`config.mk`:
```
export PLATFORM = sky130hd
export DESIGN_NAME = pli_front
export DESIGN_NICKNAME = d
export VERILOG_FILES = /design/src/sv/pli_pkg.sv /design/src/sv/pli_front.sv
export SDC_FILE = /design/constraint.sdc
export NUM_CORES = 1
export LEC_CHECK = 0
export ABC_AREA = 1
export CAP_MARGIN = 20
export CORE_AREA = 3 3 148 150
export DETAILED_ROUTE_END_ITERATION = 8
export DIE_AREA = 0 0 151 153
export DONT_BUFFER_PORTS = 1
export GPL_TIMING_DRIVEN = 1
export SYNTH_ARGS = -nofsm -noshare
export SYNTH_HDL_FRONTEND = slang
export SYNTH_SLANG_ARGS = --single-unit
```
`constraint.sdc`:
```
create_clock -name i_clk -period 5.7 [get_ports i_clk]
set_input_delay 0.285 -clock i_clk [delete_from_list [all_inputs] [get_ports i_clk]]
set_output_delay 0.285 -clock i_clk [all_outputs]
set_load 0.02 [all_outputs]
```
`src/sv/pli_pkg.sv`:
```
`default_nettype none
package pli_pkg;

    localparam int COORD_W     = 24;
    localparam int DIFF_W      = COORD_W + 1;
    localparam int WIDE_W      = 2 * COORD_W + 3;   // den, na, nb
    localparam int SPLIT_L     = COORD_W + 2;       // low part of na for the split multiply
    localparam int OPA_W       = SPLIT_L + 1;
    localparam int PL_W        = OPA_W + DIFF_W;
    localparam int NUM_W       = 3 * COORD_W + 6;
    localparam int QB          = COORD_W + 1;       // quotient bits kept before saturation
    localparam int QCW         = $clog2(QB);
    localparam int V_W         = COORD_W + 3;
    localparam int SIDE_W      = 5;
    localparam int MAX_RESULTS = 32;
    localparam int RES_CNT_W   = $clog2(MAX_RESULTS + 1);
    localparam int Q_DEPTH     = 2;

    localparam logic [1:0] MODE_APPEND = 2'd0;
    localparam logic [1:0] MODE_QUERY  = 2'd1;
    localparam logic [1:0] MODE_CLEAR  = 2'd2;

    localparam logic signed [V_W-1:0] V_LIM_HI = V_W'((1 << (COORD_W - 1)) - 1);
    localparam logic signed [V_W-1:0] V_LIM_LO = V_W'(-(1 << (COORD_W - 1)));
    localparam logic signed [COORD_W-1:0] COORD_MAX = COORD_W'((1 << (COORD_W - 1)) - 1);
    localparam logic signed [COORD_W-1:0] COORD_MIN = COORD_W'(-(1 << (COORD_W - 1)));

    typedef struct packed {
        logic [1:0]                mode;
        logic signed [COORD_W-1:0] point_x;
        logic signed [COORD_W-1:0] point_y;
        logic signed [COORD_W-1:0] end_x;
        logic signed [COORD_W-1:0] end_y;
    } t_in;

    typedef struct packed {
        logic signed [COORD_W-1:0] hit_x;
        logic signed [COORD_W-1:0] hit_y;
        logic [SIDE_W-1:0]         side_number;
        logic                      hit_found;
        logic                      saturated;
        logic                      last_hit;
    } t_out;

    typedef struct packed {
        logic [1:0]                op;
        logic signed [COORD_W-1:0] point_x;
        logic signed [COORD_W-1:0] point_y;
        logic signed [DIFF_W-1:0]  dx1;
        logic signed [DIFF_W-1:0]  dy1;
    } t_cmd;

    typedef struct packed {
        logic full;
        logic empty;
    } t_qstat;

endpackage
`default_nettype wire

```
`src/sv/pli_front.sv`:
```
`default_nettype none
module pli_front (
    input  wire               i_clk,
    input  wire               i_rst_n,
    input  wire               i_valid,
    output logic              o_stall,
    input  pli_pkg::t_in      i_item,
    input  pli_pkg::t_qstat   i_qstat,
    output logic              o_push,
    output pli_pkg::t_cmd     o_cmd
);

    logic          r_v;
    pli_pkg::t_in  r_item;
    logic          drop;
    logic          fire;

    // unknown modes are discarded here and never reach the queue
    assign drop = !(r_item.mode == pli_pkg::MODE_APPEND ||
                    r_item.mode == pli_pkg::MODE_QUERY  ||
                    r_item.mode == pli_pkg::MODE_CLEAR);
    assign fire    = r_v && (drop || !i_qstat.full);
    assign o_push  = r_v && !drop && !i_qstat.full;
    assign o_stall = r_v && !fire;

    always_comb begin
        o_cmd.op      = r_item.mode;
        o_cmd.point_x = r_item.point_x;
        o_cmd.point_y = r_item.point_y;
        o_cmd.dx1     = pli_pkg::DIFF_W'(r_item.end_x) - pli_pkg::DIFF_W'(r_item.point_x);
        o_cmd.dy1     = pli_pkg::DIFF_W'(r_item.end_y) - pli_pkg::DIFF_W'(r_item.point_y);
    end

    always_ff @(posedge i_clk) begin
        if (!i_rst_n) begin
            r_v <= 1'b0;
        end else if (i_valid && !o_stall) begin
            r_v <= 1'b1;
        end else if (fire) begin
            r_v <= 1'b0;
        end
    end

    always_ff @(posedge i_clk) begin
        if (i_valid && !o_stall) begin
            r_item <= i_item;
        end
    end

endmodule
`default_nettype wire

```
-- After elaboration in Yosys (flattened, before gate mapping)
Index checks and enable logic that the tools add are counted.
- flip-flop bits (word level): 99
- logic and storage cells: 26
- memory bits (writable): 0
- memories: 0
- ROM bits: 0
- bits of input ports: 103
- output and inout port bits: 102
- latch bits: 0
- equality and inequality tests: 2
- $add $sub $neg: 2
- magnitude comparators: 0
- bitwise logic cells: 0
- muxes and demuxes: 2
- reductions and logical operators: 14
- shift operators: 0
- $mul: 0
- divide/modulo/power cells: 0
- operator list (cell ; number):
    24-bit by 24-bit subtractor with 25-bit output ; 2
    1-bit logical AND ; 5
    1-bit logical NOT ; 4
    1-bit logical OR ; 3
    2-bit by 1-bit equality test with 1-bit output, second input constant ; 1
    2-bit equality test, second input constant ; 1
    2-bit logical NOT ; 1
    1-bit 2-to-1 mux ; 2
    2-bit nonzero test ; 1

-- Depth between registers and ports, before layout
- word-level depth: 11
- mapped depth: 12

-- Worst setup path after synthesis
OpenSTA, ideal clock, no wires.
- path kind: register to register
- start point: register r_item (netlist bit o_cmd[98])
- end point: register r_item (netlist bit o_cmd[50]) (enable)
- path slack: 2.796 ns
- stages on the path, launching flop included: 5
- arrival: 2.452 ns
- clock period less this slack: 2.904 ns
- path buffers: 0
- library setup time: 0.452 ns
- data required time: 5.248 ns
- path through: edfxtp_1 > nand2_1 > nand3_1 > nand2_1 > inv_1
- longest elaborated chain between the ends: 10
- elaborated cells on any way between the ends: 12
- ends and longest elaborated chain (what ; line ; source):
    from (decl) ; pli_front.sv:14 ; pli_pkg::t_in r_item;
    from (signal assigned) ; pli_front.sv:46 ; r_item <= i_item;
    2-bit by 1-bit equality test with 1-bit output / 2-bit logical NOT (equally long branches) ; pli_front.sv:20, pli_front.sv:19 ;
    1-bit logical OR ; pli_front.sv:19 ; assign drop = !(r_item.mode == pli_pkg::MODE_APPEND ||
    1-bit logical OR * ; pli_front.sv:20 ; r_item.mode == pli_pkg::MODE_QUERY ||
    1-bit logical NOT * ; pli_front.sv:19 ;
    1-bit logical OR * ; pli_front.sv:22 ; assign fire = r_v && (drop || !i_qstat.full);
    1-bit logical AND * ; pli_front.sv:22 ;
    1-bit logical NOT * ; pli_front.sv:24 ; assign o_stall = r_v && !fire;
    1-bit logical AND * ; pli_front.sv:24 ;
    1-bit logical NOT * ; pli_front.sv:45 ; if (i_valid && !o_stall) begin
    1-bit logical AND * ; pli_front.sv:45 ;
Mark *: on every way between the ends. The rest lies on a longest branch, timed or not.
A chain may end at the register's enable or synchronous reset.

==> reports/qor.yml <==
drc_errors: 0
synth_top_area_cell: "edfxtp_1"
period_share_pct: 51.5
min_from: "i_item[85]"
power_density_mw_per_mm2: 284
setup_violations: 0
cts_hold_buf: 0
ys_ff_latch: 99
cap_violations: 0
rsz0062_at_grt: "no"
cts_tree: "built"
track_usage_pct: 14.6
r2r_start: "o_cmd[98]"
fill_cells: 2249
fin_util_pct: 36.0
postRouteAntennaNets: 0
synth_ff_type: "edfxtp_1"
via_per_inst: 4.40
synth_edf_count: 98
cts.sinks: 99
gp_congestion: 0.895
dp_hpwl_um: 14400
power_uw: 2130
fp.dieW_um: 151
crit_required_ps: 5410
grt_pass1_vias: 5027
period_needed_ps: 2930
final_nets: 1080
path_max_fanout: 4
worst_hold_path.endpoint: "o_cmd[87]"
synth.most_common_cell: "nand2_1"
yosysWarnings: 0
syn2layout_area_growth_pct: 3.96
wire_per_inst_um: 14.2
wl_met3_um: 1610
min_path_cells: 0
slew_viol_final: 0
hold_viol_final: 0
ioPinCount: 205
drt-initial-drc-count: 302
hp-class: "primary input to flip-flop"
root_buffer: "clkbuf_16"
critPathArrivalTime_ps: 2650
fin_tns_setup_ps: 0
diodes: 0
reg2reg_depth: 5
core.rowCount: 53
io_buffer_count: 0
crit_path_start_kind: "flip-flop"
top_layer_used: "met4"
synthArstFlopShare_pct: 0
grt_pass1_wl_um: 26200
path_class: "flip-flop to primary output"
post_cts_buffers: 0
synthCells: 965
wl_met1_um: 6620
antenna_found_initial: 0
grt_max_degree: 60
fin_skew_ps: 5.13
ir_drop_mv: 0.153
coreArea_mm2: 0.0208
yosysTopAreaCellShare_pct: 40.9
numCtsBuffers: 9
end_kind: "primary output"
dp.cells: 1191
yosysSeqAreaShare_pct: 41.1
route.met2.wl_um: 8770
drtPass1Iterations: 4
slew_headroom_pct: 47.4
path_clk_slew_ps: 70
drive_gt1_share_pct: 4.30
fmax_mhz: 341
final_cells: 1206
syn-num-nets: 1118
hold_slack_ps: 18.1
drt-total-wl_um: 17200
power_leakage_uw: 0.00393
route.vias.total: 5303
worstReg2RegEnd: "r_item[17]"
r2r_setup_slack_ps: 3400
syn_area_mm2: 0.00720
syn_area_per_cell_um2: 7.46
status: "completed"
ys_types: 21
die_area_mm2: 0.0231
tightest_slew_ps: 789
start_util_pct: 34.6
clockBufferDepth: 2
clock_latency_ps: 350
synth_common_cells: "347 x nand2_1, 230 x inv_1, 98 x edfxtp_1"
cts_resized: 0
synth.area.top_cells: "edfxtp_1 41%, nand2_1 18%, inv_1 12%"
cts.htree.levels: 3
die_h_um: 153
overflow: 0
[through the flow]
stage / setup slack, ps / instance area [um^2]
5_1_grt: 2640 / 7490
4_1_cts: 2760 / 7490
3_3_place_gp: 3170 / 7180
3_5_place_dp: 3160 / 7180
2_1_floorplan: 2800 / 7200
6_report: 2770 / 7490
[cell type report]
type	count	area (um^2)	share of cell area (%)
multi-input cells	586	3000	40.1
flip-flops and latches	99	2960	39.6
inverters	230	866	11.6
well taps	275	344	4.60
clock buffers	9	225	3.01
clock inverters	6	81.3	1.09
repair buffers	1	7.51	0.100
[report_power, final]
group | switching, uW | leakage, uW | internal, uW
logic | 422 | 0.00282 | 147
registers | 49.2 | 0.000960 | 855
clock network | 273 | 0.000149 | 379
[flip-flops by register name, indices dropped and copies added (netlist names)]
register / count
r_v: 1
r_item: 48
o_cmd: 50
[worst max-delay path, stage by stage (launching register included)]
cell and delay, ps:
edfxtp_1 500, ha_1 280, fa_1 400, inv_1 130, nand2_1 70, nand2_1 90, nand3_1 90, nand2_2 150
nand2_1 70, nand2_1 70, xor2_1 460
[layer usage]
| metal | up-vias | track usage, % |
|---|---|---|
| met5 | - | 0 |
| li1 | 2811 | - |
| met2 | 150 | 26.8 |
| met3 | 14 | 6.05 |
| met1 | 2328 | 15.5 |
| met4 | 0 | 3.24 |
[placed cells by master (no fill, tap or decap), types with 2 or more instances in the layout]
master,synthesis,final
nor2_1,47,47
fa_1,2,2
nand3b_1,4,4
nand2_1,347,347
edfxtp_1,98,98
ha_1,48,48
nor2_2,14,14
clkbuf_16,0,9
bufinv_16,0,2
xor2_1,24,24
nor2_4,2,2
a21oi_1,26,26
or2_0,2,2
clkinv_2,0,2
nand4_1,12,12
nor3_1,4,4
xnor2_1,2,2
inv_1,230,229
nand3_1,41,41
nand2_2,8,8
and2_1,2,2
[worst max path at each step]
stage / to / start / cells after the start
finish: o_cmd[16] / o_cmd[50] / 10
floorplan: o_cmd[50] / o_cmd[98] / 4
detailed placement: o_cmd[16] / o_cmd[50] / 10
global route: o_cmd[16] / o_cmd[50] / 10
global placement: o_cmd[16] / o_cmd[50] / 10
CTS: o_cmd[16] / o_cmd[50] / 10
[cell families after synthesis]
family	count (synthesis)	synth area share, %
AO/OA/AOI/OAI	27	1.91
XOR/XNOR	26	3.16
adder cells (fa/ha/maj)	50	8.90
buffers and inverters	280	17.2
flip-flops	99	41.1
AND/OR/NAND/NOR	483	27.7
Power figures use the tool's default switching activity.
