File: config.mk
export PLATFORM = sky130hd
export DESIGN_NAME = pli_queue
export DESIGN_NICKNAME = d
export VERILOG_FILES = /design/src/sv/pli_pkg.sv /design/src/sv/pli_queue.sv
export SDC_FILE = /design/constraint.sdc
export NUM_CORES = 1
export LEC_CHECK = 0
export CELL_PAD_IN_SITES_DETAIL_PLACEMENT = 1
export CELL_PAD_IN_SITES_GLOBAL_PLACEMENT = 2
export CORE_MARGIN = 2
export CORE_UTILIZATION = 45
export CTS_BUF_LIST = sky130_fd_sc_hd__clkbuf_16
export CTS_CLUSTER_SIZE = 20
export DETAILED_ROUTE_END_ITERATION = 7
export DONT_BUFFER_PORTS = 1
export PLACE_DENSITY_LB_ADDON = 0.08
export SLEW_MARGIN = 15
export SYNTH_ARGS = -nofsm -noshare
export SYNTH_HDL_FRONTEND = slang
export SYNTH_SLANG_ARGS = --single-unit
File: constraint.sdc
create_clock -name i_clk -period 7.5 [get_ports i_clk]
set_input_delay 1.5 -clock i_clk [delete_from_list [all_inputs] [get_ports i_clk]]
set_output_delay 1.5 -clock i_clk [all_outputs]
set_load 0.005 [all_outputs]
File: src/sv/pli_pkg.sv
`default_nettype none
package pli_pkg;

    localparam int COORD_W     = 24;
    localparam int DIFF_W      = COORD_W + 1;
    localparam int WIDE_W      = 2 * COORD_W + 3;   // den, na, nb
    localparam int SPLIT_L     = COORD_W + 2;       // low part of na for the split multiply
    localparam int OPA_W       = SPLIT_L + 1;
    localparam int PL_W        = OPA_W + DIFF_W;
    localparam int NUM_W       = 3 * COORD_W + 6;
    localparam int QB          = COORD_W + 1;       // quotient bits kept before saturation
    localparam int QCW         = $clog2(QB);
    localparam int V_W         = COORD_W + 3;
    localparam int SIDE_W      = 5;
    localparam int MAX_RESULTS = 32;
    localparam int RES_CNT_W   = $clog2(MAX_RESULTS + 1);
    localparam int Q_DEPTH     = 2;

    localparam logic [1:0] MODE_APPEND = 2'd0;
    localparam logic [1:0] MODE_QUERY  = 2'd1;
    localparam logic [1:0] MODE_CLEAR  = 2'd2;

    localparam logic signed [V_W-1:0] V_LIM_HI = V_W'((1 << (COORD_W - 1)) - 1);
    localparam logic signed [V_W-1:0] V_LIM_LO = V_W'(-(1 << (COORD_W - 1)));
    localparam logic signed [COORD_W-1:0] COORD_MAX = COORD_W'((1 << (COORD_W - 1)) - 1);
    localparam logic signed [COORD_W-1:0] COORD_MIN = COORD_W'(-(1 << (COORD_W - 1)));

    typedef struct packed {
        logic [1:0]                mode;
        logic signed [COORD_W-1:0] point_x;
        logic signed [COORD_W-1:0] point_y;
        logic signed [COORD_W-1:0] end_x;
        logic signed [COORD_W-1:0] end_y;
    } t_in;

    typedef struct packed {
        logic signed [COORD_W-1:0] hit_x;
        logic signed [COORD_W-1:0] hit_y;
        logic [SIDE_W-1:0]         side_number;
        logic                      hit_found;
        logic                      saturated;
        logic                      last_hit;
    } t_out;

    typedef struct packed {
        logic [1:0]                op;
        logic signed [COORD_W-1:0] point_x;
        logic signed [COORD_W-1:0] point_y;
        logic signed [DIFF_W-1:0]  dx1;
        logic signed [DIFF_W-1:0]  dy1;
    } t_cmd;

    typedef struct packed {
        logic full;
        logic empty;
    } t_qstat;

endpackage
`default_nettype wire

File: src/sv/pli_queue.sv
`default_nettype none
module pli_queue (
    input  wire               i_clk,
    input  wire               i_rst_n,
    input  wire               i_push,
    input  pli_pkg::t_cmd     i_cmd,
    input  wire               i_pop,
    output pli_pkg::t_cmd     o_cmd,
    output pli_pkg::t_qstat   o_qstat
);

    localparam int PW = $clog2(pli_pkg::Q_DEPTH);
    localparam int CW = $clog2(pli_pkg::Q_DEPTH + 1);

    pli_pkg::t_cmd r_mem [pli_pkg::Q_DEPTH];
    logic [PW-1:0] r_wr;
    logic [PW-1:0] r_rd;
    logic [CW-1:0] r_cnt;
    logic          do_push;
    logic          do_pop;

    assign o_qstat.full  = (r_cnt == CW'(pli_pkg::Q_DEPTH));
    assign o_qstat.empty = (r_cnt == '0);
    assign do_push = i_push && !o_qstat.full;
    assign do_pop  = i_pop && !o_qstat.empty;
    assign o_cmd   = r_mem[r_rd];

    always_ff @(posedge i_clk) begin
        if (!i_rst_n) begin
            r_wr  <= '0;
            r_rd  <= '0;
            r_cnt <= '0;
        end else begin
            if (do_push) begin
                r_wr <= (r_wr == PW'(pli_pkg::Q_DEPTH - 1)) ? '0 : r_wr + 1'b1;
            end
            if (do_pop) begin
                r_rd <= (r_rd == PW'(pli_pkg::Q_DEPTH - 1)) ? '0 : r_rd + 1'b1;
            end
            if (do_push && !do_pop) begin
                r_cnt <= r_cnt + 1'b1;
            end else if (do_pop && !do_push) begin
                r_cnt <= r_cnt - 1'b1;
            end
        end
    end

    always_ff @(posedge i_clk) begin
        if (do_push) begin
            r_mem[r_wr] <= i_cmd;
        end
    end

endmodule
`default_nettype wire

Yosys cells after proc, flatten, opt, wreduce, memory -nomap -nowiden
Memory sizes are Yosys's and may differ from the RTL's. A register that Yosys moved wholly into a read port is not among the register bits.
Index checks and enable logic that the tools add are counted.
{"block": "classes", "reduce_logical": 10, "add_sub_neg": 4, "eq_ne": 1, "mux": 8}
{"operator": "two-way mux 1 bit", "count": 6}
{"operator": "logical AND 1 bit", "count": 4}
{"operator": "zero test 1 bit", "count": 4}
{"operator": "two-way mux 2 bit", "count": 2}
{"operator": "adder 1 bit (second input constant)", "count": 2}
{"operator": "adder 2 x 1 -> 2 bit (second input constant)", "count": 1}
{"operator": "== test 2 bit (second input constant)", "count": 1}
{"operator": "zero test 2 bit", "count": 1}
{"operator": "nonzero test 2 bit", "count": 1}
{"operator": "subtractor 2 x 1 -> 2 bit (second input constant)", "count": 1}
{"block": "totals", "inputBits": 104, "output_inout_bits": 102, "elab_cells": 27, "regBits": 4, "memories": 1, "ram_bits": 200}
{"name": "r_mem", "depth": 2, "word_bits": 100, "rd": 1, "rd_clocked_by_memory_dff": 1, "wr": 1, "line": "pli_queue.sv:15", "source": "pli_pkg::t_cmd r_mem [pli_pkg::Q_DEPTH];"}

Longest topological paths before layout
Gate-level depths: netlist (run 1).
{"block": "depth", "ltp_word": 7, "depth_mapped": 7, "depth_no_buf": 7}

Worst setup path after synthesis (run 1)
OpenSTA, ideal clock, no wires.
{"block": "synth_timing", "path_kind": "input -> register", "startpoint": "input port i_push", "endpoint": "memory r_mem[0][0] (netlist name), enable pin", "n_path_buf": 0, "path_stages": 2, "arrival_ps": 5453, "slack_ps": 1505, "cell_sequence": "inv_1 > nor3_2"}
{"block": "synth_between", "elab_chain_len": 3}
{"element": "start, declared", "line": "pli_queue.sv:5", "source": "input wire i_push,"}
{"element": "logical AND 1 bit", "line": "pli_queue.sv:24", "source": "assign do_push = i_push && !o_qstat.full;"}
{"element": "two-way mux 1 bit", "line": "pli_queue.sv:49", "source": "if (do_push) begin"}
{"element": "two-way mux 1 bit (not written as such)", "line": "pli_queue.sv:50", "source": "r_mem[r_wr] <= i_cmd;"}
{"element": "end, declared", "line": "pli_queue.sv:15"}
Every way passes these cells.

==> results.md, run 1 <==
* TritonCTS clock tree: yes
* Simple-gate portion of the synthesized area at 0.00739
* Status: completed
* EDFF count, synth at 200
* Fmax at 0.256 GHz
* Starting Density at 0.455
* Final Cell Area at 8400 um^2
* IO Pins at 206
* Global routing's busiest layer: met2
* CP max-delay cell: dfxtp_4
* Max incr delay on CP at 0.75 ns
* Worst vdd ir at 225 uV
* Final hold violation count at 0
* Area grow syn2layout at 12.8%
* Syn Nets at 441
* RSZ-0062 raised after global routing: no
* CP Capture Type: output pin
* Nets at 458
* Total track usage at 0.148
* Pin count of the biggest net entering global routing at 58
* Clock root buffer: clkbuf_16
* Post-route setup slack at 3.59 ns
* Syn Area/Cell at 22.2 um^2
* LEAKAGE at 2.71 nW
* Count of cell types in the netlist at 21
* DP Wirelength at 8350 um
* Post-route setup TNS at 0 ns
* Tcrit/Tclk final at 0.521
* Vias in the first global route at 3,390
* Clk buf depth at 3
* Most frequent cells in the layout: edfxtp_1 (200), mux2_2 (100), clkbuf_16 (23), inv_1 (5)
* Register area share after synthesis at 0.820
* Die Ht at 133 um
* IO Port Bufs at 0
* Final slew viol count at 0
* Antenna cells at 0
* Most common cell after layout, fill and taps aside: edfxtp_1
* Global-route wire length before repair at 19,900 um
* Grt total ovfl at 0
* Clk slew on worst S/H paths at 0.06 ns
* Worst skew pair latency at 0.49 ns
* MaxCap Viol Count at 0
* Routing usage on met3 at 0.0682
* Vias at 3,047
* Initial antenna violation count at 0
* CP Class: flip-flop to output pin
* Pre-CTS setup slack at 4.01 ns
* M2 GR Usage at 0.246
* WL final at 13,200 um
* Ys Warns at 0
* Compound-Gate Fraction of Synth Area at 0.00437
* Cell Area, Synth at 7450 um^2
* Residual DRC at 0
* Hold buffers post-CTS at 0
* Predominant post-synthesis flop cell: edfxtp_1
* Post-synthesis adder-cell area fraction at 0.00168
* Worst-margin pin slew at 0.766 ns
* Final min period at 3.91 ns
* Die footprint at 17,600 um^2
* Vias/cell at 5.17
* Final std cells w/o fill at 589
* Setup crit start kind: flip-flop
* Inst Count DP at 549
* Cell count after synthesis at 336
* Yosys reg bits at 205
* CTS H-Tree Depth at 1
* Dpl cell area at 7690 um^2
* Layout cells sized above 1 at 0.382
* Final setup fails at 0
* Final hold slack at 0.537 ns
* Max-slew headroom at 0.490
* Worst min path class: flip-flop to flip-flop
* Max Fanout on Critical Path at 55
* Sinks on the clock net at 205
* Total CTS buffers at 22
* Xor and xnor area share after synthesis at 0.00353
* Total core area at 16,300 um^2
* Largest family of logic cells by synthesized area: multiplexers
* Routed WL per cell at 22.3 um
* Routability Congestion at 0.700
* Critical-path cell list: buf_4, mux2_2
* Skew final at 0.00770 ns
* Required @ worst endpoint at 6.00 ns
* Post-CTS Resized at 0
* Core Rows at 47
* PD cells at 360 nW/um^2
* Routing usage on met1 at 0.168
* 1st-iter DRT viols at 179
* Ys async rst share at 0
* Post-CTS Repair Setup Buffers at 0
* DR pass1 iterations at 4
* Width of the die at 133 um
* Post-route antenna net violation count at 0
* Multiplexer share of the synthesized area at 0.151
* Crit path DAT at 2.41 ns
==> per-layer routing <==
layer / vias up / routed length (um)
met4: 0 / 323
met1: 1528 / 4740
li1: 1359 / -
met2: 136 / 6590
met5: - / 0
met3: 24 / 1500
==> path summary, 6_finish.rpt <==
kind | slack, ns | start | depth (start not counted) | to
worst max-delay path | 3.59 | flip-flop | 2 | o_cmd[79]
worst min-delay path | 0.54 | r_cnt[1] | 2 | r_cnt[1]
worst max register to register | 5.08 | r_cnt[0] | 3 | r_mem[1][52]
worst min register to register | 0.54 | r_cnt[1] | 2 | r_cnt[1]
==> cells by family after synthesis <==
logic type	Yosys count
adders and majority gates	1
muxes	100
DFF	205
buffers and inverters	13
xor gates and xnor gates	3
and+or+nand+nor	9
AOI/OAI and AO/OA	5
==> Yosys cell counts (2+ instances only) <==
library cell | count | area [um^2]
and2_1 | 3 | 18.8
buf_4 | 10 | 75.1
dfxtp_1 | 5 | 100
edfxtp_1 | 200 | 6010
mux2_2 | 100 | 1130
nor2_1 | 2 | 7.51
xnor2_1 | 2 | 17.5
==> stage by stage <==
stage,power (mW),utilization
after global routing,3.16,0.514
after floorplan,1.93,-
final,3.02,0.514
after detailed placement,2.03,0.470
after global placement,2.02,0.470
after CTS,3.07,0.514
==> state kept, by name, indices dropped and copies added, names as in the netlist, named ones only <==
name,count
r_cnt,2
r_wr,1
r_mem,200
r_rd,1
==> layout make-up <==
| cell class | count | area (um^2) |
|---|---|---|
| clock buffers | 23 | 576 |
| clock inverters | 17 | 138 |
| fillers | 1464 | 7950 |
| inverters | 2 | 7.51 |
| multi-input cells | 118 | 1260 |
| flip-flops and latches | 205 | 6110 |
| well taps | 220 | 275 |
| repair buffers | 4 | 30.0 |
==> critical path: cells and delay by family (launching register included) <==
family | cells | cell delay [ns]
mux | 1 | 0.45
flops | 1 | 0.75
buf+inv | 1 | 0.69
==> power by group <==
part | internal (mW) | total, mW | switching, mW
clock network | 0.625 | 1.03 | 0.410
logic | 0.214 | 0.474 | 0.259
registers | 1.44 | 1.51 | 0.0699
total | 2.28 | 3.02 | 0.739
(Power assumes the default switching activity.)
==> inputs of run 2 (changes only) <==
--- a/config.mk
+++ b/config.mk
@@ -8,7 +8,7 @@
 export CELL_PAD_IN_SITES_DETAIL_PLACEMENT = 1
 export CELL_PAD_IN_SITES_GLOBAL_PLACEMENT = 2
 export CORE_MARGIN = 2
-export CORE_UTILIZATION = 45
+export CORE_UTILIZATION = 41
 export CTS_BUF_LIST = sky130_fd_sc_hd__clkbuf_16
 export CTS_CLUSTER_SIZE = 20
 export DETAILED_ROUTE_END_ITERATION = 7
==> constraint.sdc (replaced) <==
create_clock -name i_clk -period 3.5 [get_ports i_clk]
set_input_delay 0.7 -clock i_clk [delete_from_list [all_inputs] [get_ports i_clk]]
set_output_delay 0.7 -clock i_clk [all_outputs]
set_load 0.005 [all_outputs]
==> run 2 against run 1 <==
Effect of this change:
- cell count up 1.7%
- total power rose by 120%
- flip-flop and latch count unchanged
- setup slack got worse by 2.8 ns
- worst hold slack got worse by 0.24 ns
- register-to-register slack lost 3.5 ns
- critical path depth is the same
- core utilization shrank 3.8 points
==> results.md, run 2 (synthesized netlist as in run 1, its figures left out) <==
* IO Port Bufs at 0
* Final setup fails at 0
* Pre-CTS setup slack at 1.29 ns
* Grt total ovfl at 0
* Critical-path cell list: buf_12, mux2_2
* Fill cells at 1,591
* Routability Congestion at 0.702
* Die Ht at 139 um
* Total track usage at 0.141
* Status: completed
* Total core area at 17,900 um^2
* Fmax at 0.375 GHz
* Width of the die at 139 um
* Required @ worst endpoint at 2.80 ns
* RSZ-0062 raised after global routing: no
* Hold buffers post-CTS at 0
* Total CTS buffers at 22
* Max-slew headroom at 0.500
* Worst min path class: primary input to flip-flop
* Tcrit/Tclk final at 0.762
* Fin util at 0.475
* Max Fanout on Critical Path at 44
* Core Rows at 49
* Area grow syn2layout at 14.3%
* Most common cell after layout, fill and taps aside: edfxtp_1
* Antenna cells at 0
* CP max-delay cell: dfxtp_4
* Residual DRC at 0
* CP Class: flip-flop to output pin
* Global-route wire length before repair at 20,800 um
* Vias at 3,060
* Top flop regs: r_mem (200), r_cnt (2)
* CP Capture Type: output pin
* DR pass1 iterations at 4
* Post-CTS Resized at 0
* Area occupied by multi-input gates at 1260 um^2
* Final min period at 2.67 ns
* Skew final at 0.00733 ns
* Setup crit start kind: flip-flop
* Clock root buffer: clkbuf_16
* WL final at 13,800 um
* Largest register FFs at 200
* Biggest register: r_mem
* Post-route setup TNS at 0 ns
* PD cells at 787 nW/um^2
* Post-CTS Repair Setup Buffers at 0
* Final hold slack at 0.299 ns
* Nets at 460
* Crit-path leading delay family: flip-flops
* Buf+Inv Stages, Crit Path at 1
* Clk buf depth at 3
* Clk slew on worst S/H paths at 0.06 ns
* Worst vdd ir at 386 uV
* Register area at 6110 um^2
* LEAKAGE at 2.77 nW
* Post-route setup slack at 0.832 ns
* Worst-margin pin slew at 0.750 ns
* IO Pins at 206
* Layout cells sized above 1 at 0.376
* Sinks on the clock net at 205
* Pin count of the biggest net entering global routing at 62
* DP Wirelength at 8920 um
* Crit path DAT at 1.97 ns
* Final hold violation count at 0
* Starting Density at 0.416
* Max incr delay on CP at 0.71 ns
* 1st-iter DRT viols at 155
* Final slew viol count at 0
* Initial antenna violation count at 0
* MaxCap Viol Count at 0
* TritonCTS clock tree: yes
* Post-route antenna net violation count at 0
* Worst skew pair latency at 0.49 ns
* Vias/cell at 5.11
* Most frequent cells in the layout: edfxtp_1 (200), mux2_2 (100), clkbuf_16 (23), inv_1 (7), bufinv_16 (5)
* Routed WL per cell at 23.0 um
* CTS H-Tree Depth at 1
* Die footprint at 19,300 um^2
* Vias in the first global route at 3,466
run 2: final timing paths:
kind,start,to,slack (ns),cells after the start
setup / recovery,flip-flop,o_cmd[80],0.83,2
hold / removal,i_cmd[74],r_mem[1][74],0.30,0
setup reg to reg,r_cnt[0],r_mem[0][88],1.58,4
hold reg to reg,r_cnt[1],r_cnt[1],0.59,2
run 2: area by class of cell:
cell class / instances / area share
Timing Repair Buffer: 6 / 0.00823
Clock inverter: 16 / 0.0225
Multi-Input combinational cell: 118 / 0.148
Tap cell: 229 / 0.0337
Sequential cell: 205 / 0.718
Clock buffer: 23 / 0.0676
Inverter: 2 / 0.00176
run 2: layer usage:
metal  track usage  vias to the layer above  part of all wire
met5             0                        -                 0
met2         0.235                      134              0.50
met4        0.0409                        0             0.017
met3        0.0801                       22              0.13
li1              -                     1367                 -
met1         0.155                     1537              0.35
run 2: through the flow:
step	area (um^2)	std cells	power [mW]
2_1_floorplan	7460	336	4.11
3_3_place_gp	7740	560	4.36
3_5_place_dp	7740	560	4.39
6_report	8510	599	6.70
5_1_grt	8510	599	7.01
4_1_cts	8510	599	6.82
run 2: power breakdown:
group / switching [mW] / internal [mW]
combinational: 0.579 / 0.480
sequential: 0.141 / 3.09
clock: 0.863 / 1.54
total: 1.58 / 5.11
==> inputs of run 3 (changes only) <==
--- a/config.mk
+++ b/config.mk
@@ -5,10 +5,11 @@
 export SDC_FILE = /design/constraint.sdc
 export NUM_CORES = 1
 export LEC_CHECK = 0
+export ABC_AREA = 1
 export CELL_PAD_IN_SITES_DETAIL_PLACEMENT = 1
 export CELL_PAD_IN_SITES_GLOBAL_PLACEMENT = 2
 export CORE_MARGIN = 2
-export CORE_UTILIZATION = 41
+export CORE_UTILIZATION = 42
 export CTS_BUF_LIST = sky130_fd_sc_hd__clkbuf_16
 export CTS_CLUSTER_SIZE = 20
 export DETAILED_ROUTE_END_ITERATION = 7
==> constraint.sdc (replaced) <==
create_clock -name i_clk -period 2.34 [get_ports i_clk]
set_input_delay 0.468 -clock i_clk [delete_from_list [all_inputs] [get_ports i_clk]]
set_output_delay 0.468 -clock i_clk [all_outputs]
set_load 0.005 [all_outputs]
==> run 3 against run 2 <==
Effect of this change:
- flip-flop and latch count is the same
- non-clock buffer count grew 3
- die area grew 4.3%
- total power grew 51%
- wire length grew 6.0%
- clock skew is essentially flat
- area after synthesis grew 7.0%
- synthesized cell count grew 3.9%
- sequential power grew 50%
- combinational power grew 78%
==> results.md, run 3 <==
* Status: completed
* IO Port Bufs at 0
* Dpl cell area at 8200 um^2
* Vias at 3,127
* Area grow syn2layout at 12.1%
* DP Wirelength at 9770 um
* Residual DRC at 0
* Starting Density at 0.427
* Grt total ovfl at 0
* Vias/cell at 5.04
* Synth top area share at 0.754
* Clk buf depth at 3
* Clk slew on worst S/H paths at 0.06 ns
* Total track usage at 0.142
* Global-route wire length before repair at 21,100 um
* Pin count of the biggest net entering global routing at 54
* Top flop regs: r_mem (200), r_cnt (2)
* Vias in the first global route at 3,451
* Final slew viol count at 0
* Final min period at 2.18 ns
* Count of cell types in the netlist at 14
* Largest area contributor in the netlist: edfxtp_1
* Largest register FFs at 200
* CP Capture Type: output pin
* Ys async rst share at 0
* Most numerous cell in the Yosys netlist: edfxtp_1
* Final setup fails at 0
* Total CTS buffers at 22
* CTS H-Tree Depth at 1
* Die Ht at 142 um
* Post-route setup TNS at 0 ns
* Worst r2r path cells at 3
* Fill cells at 1,652
* WL final at 14,600 um
* Critical R2R Launch: r_cnt[0]
* Max Fanout on Critical Path at 35
* Critical-path cell list: buf_12, mux2_4
* LEAKAGE at 3.15 nW
* Worst hold path startpoint: i_cmd[60]
* Skew final at 0.00767 ns
* Biggest register: r_mem
* Antenna cells at 0
* Final hold violation count at 0
* Commonest cells in the netlist: edfxtp_1 (200), mux2_4 (100), nor2_1 (11)
* IO Pins at 206
* Required @ worst endpoint at 1.87 ns
* Cell count after synthesis at 349
* Most frequent cells in the layout: edfxtp_1 (200), mux2_4 (100), clkbuf_16 (23), inv_1 (13), nor2_1 (9)
* Worst min path class: primary input to flip-flop
* Final std cells w/o fill at 621
* Hold buffers post-CTS at 0
* Post-CTS Resized at 0
* Synth area leaders: edfxtp_1 (75%), mux2_4 (19%), buf_12 (2.5%)
* CP max-delay cell: dfxtp_4
* Initial antenna violation count at 0
* Syn Area/Cell at 22.8 um^2
* Most common cell after layout, fill and taps aside: edfxtp_1
* Nets at 476
* CP Class: flip-flop to output pin
* DR pass1 iterations at 3
* Worst setup path endpoint: o_cmd[43]
* Worst-margin pin slew at 0.670 ns
* Inst Count DP at 581
* Routed WL per cell at 23.5 um
* Pre-CTS setup slack at 0.647 ns
* Register area share after synthesis at 0.767
* EDFF count, synth at 200
* Core Rows at 50
* R2r setup slk at 0.66 ns
* MaxCap Viol Count at 0
* Fmax at 0.458 GHz
* Width of the die at 142 um
* Layout cells sized above 1 at 0.370
* PD cells at 1140 nW/um^2
* Yosys reg bits at 205
* Sinks on the clock net at 205
* Routability Congestion at 0.694
* RSZ-0062 raised after global routing: no
* Setup crit start kind: flip-flop
* Final Cell Area at 8930 um^2
* Cell Area, Synth at 7960 um^2
* Die footprint at 20,100 um^2
* Predominant post-synthesis flop cell: edfxtp_1
* Tcrit/Tclk final at 0.933
* Ys Warns at 0
* Max-slew headroom at 0.553
* Worst R2R End: r_mem[1][88]
* Post-CTS Repair Setup Buffers at 0
* Total core area at 18,600 um^2
* Crit path DAT at 1.71 ns
* Worst vdd ir at 644 uV
* 1st-iter DRT viols at 96
* Worst skew pair latency at 0.49 ns
* Post-route antenna net violation count at 0
* Clock root buffer: clkbuf_16
* Syn Nets at 454
* Post-route setup slack at 0.158 ns
* TritonCTS clock tree: yes
* Max incr delay on CP at 0.53 ns
-- run 3: area by class of cell --
class | count | area (um^2) | area share
Multi-Input combinational cell | 124 | 1640 | 0.183
Tap cell | 234 | 293 | 0.0328
Inverter | 9 | 33.8 | 0.00378
Sequential cell | 205 | 6110 | 0.684
Clock inverter | 17 | 150 | 0.0168
Timing Repair Buffer | 9 | 130 | 0.0146
Clock buffer | 23 | 576 | 0.0645
-- run 3: routing by layer --
metal,share of wire,GRT usage,vias up
li1,-,-,1407
met1,0.34,0.143,1557
met2,0.51,0.248,141
met3,0.12,0.0830,22
met4,0.025,0.0426,0
met5,0,0,-
-- run 3: where the power goes --
| group | total, mW | switching (mW) | leakage, nW | internal, mW |
|---|---|---|---|---|
| registers | 4.84 | 0.192 | 1.91 | 4.65 |
| logic | 1.89 | 0.938 | 0.879 | 0.950 |
| clock network | 3.42 | 1.32 | 0.368 | 2.10 |
| total | 10.1 | 2.45 | 3.15 | 7.70 |
-- run 3: worst min path at each step --
stage | slack, ns | to | cells after the start
3_5_place_dp | 0.49 | flip-flop | 2
4_1_cts | 0.05 | r_mem[1][6] | 0
2_1_floorplan | 0.47 | flip-flop | 2
5_1_grt | 0.04 | r_mem[0][53] | 0
3_3_place_gp | 0.48 | r_rd | 2
6_report | 0.07 | r_mem[0][60] | 0
-- run 3: metrics by stage --
| stage | hold WS, ns | power, mW | util |
|---|---|---|---|
| 5_1_grt | 0.0419 | 10.6 | 0.479 |
| 3_5_place_dp | 0.491 | 6.86 | 0.440 |
| 2_1_floorplan | 0.467 | 6.56 | - |
| 3_3_place_gp | 0.485 | 6.82 | 0.440 |
| 6_report | 0.0720 | 10.1 | 0.479 |
| 4_1_cts | 0.0462 | 10.3 | 0.479 |
-- run 3: cell families after synthesis --
kind of cell / after synthesis / synth area share
muxes: 100 / 0.189
AOI/OAI and AO/OA: 4 / 0.00298
buffers and inverters: 20 / 0.0308
DFF: 205 / 0.767
and+or+nand+nor: 19 / 0.00943
adders and majority gates: 1 / 0.00157
-- run 3: critical path, delay by kind of cell (launching register included) --
family	cells	cell delay, ns
buffers and inverters	1	0.29
DFF	1	0.53
muxes	1	0.34
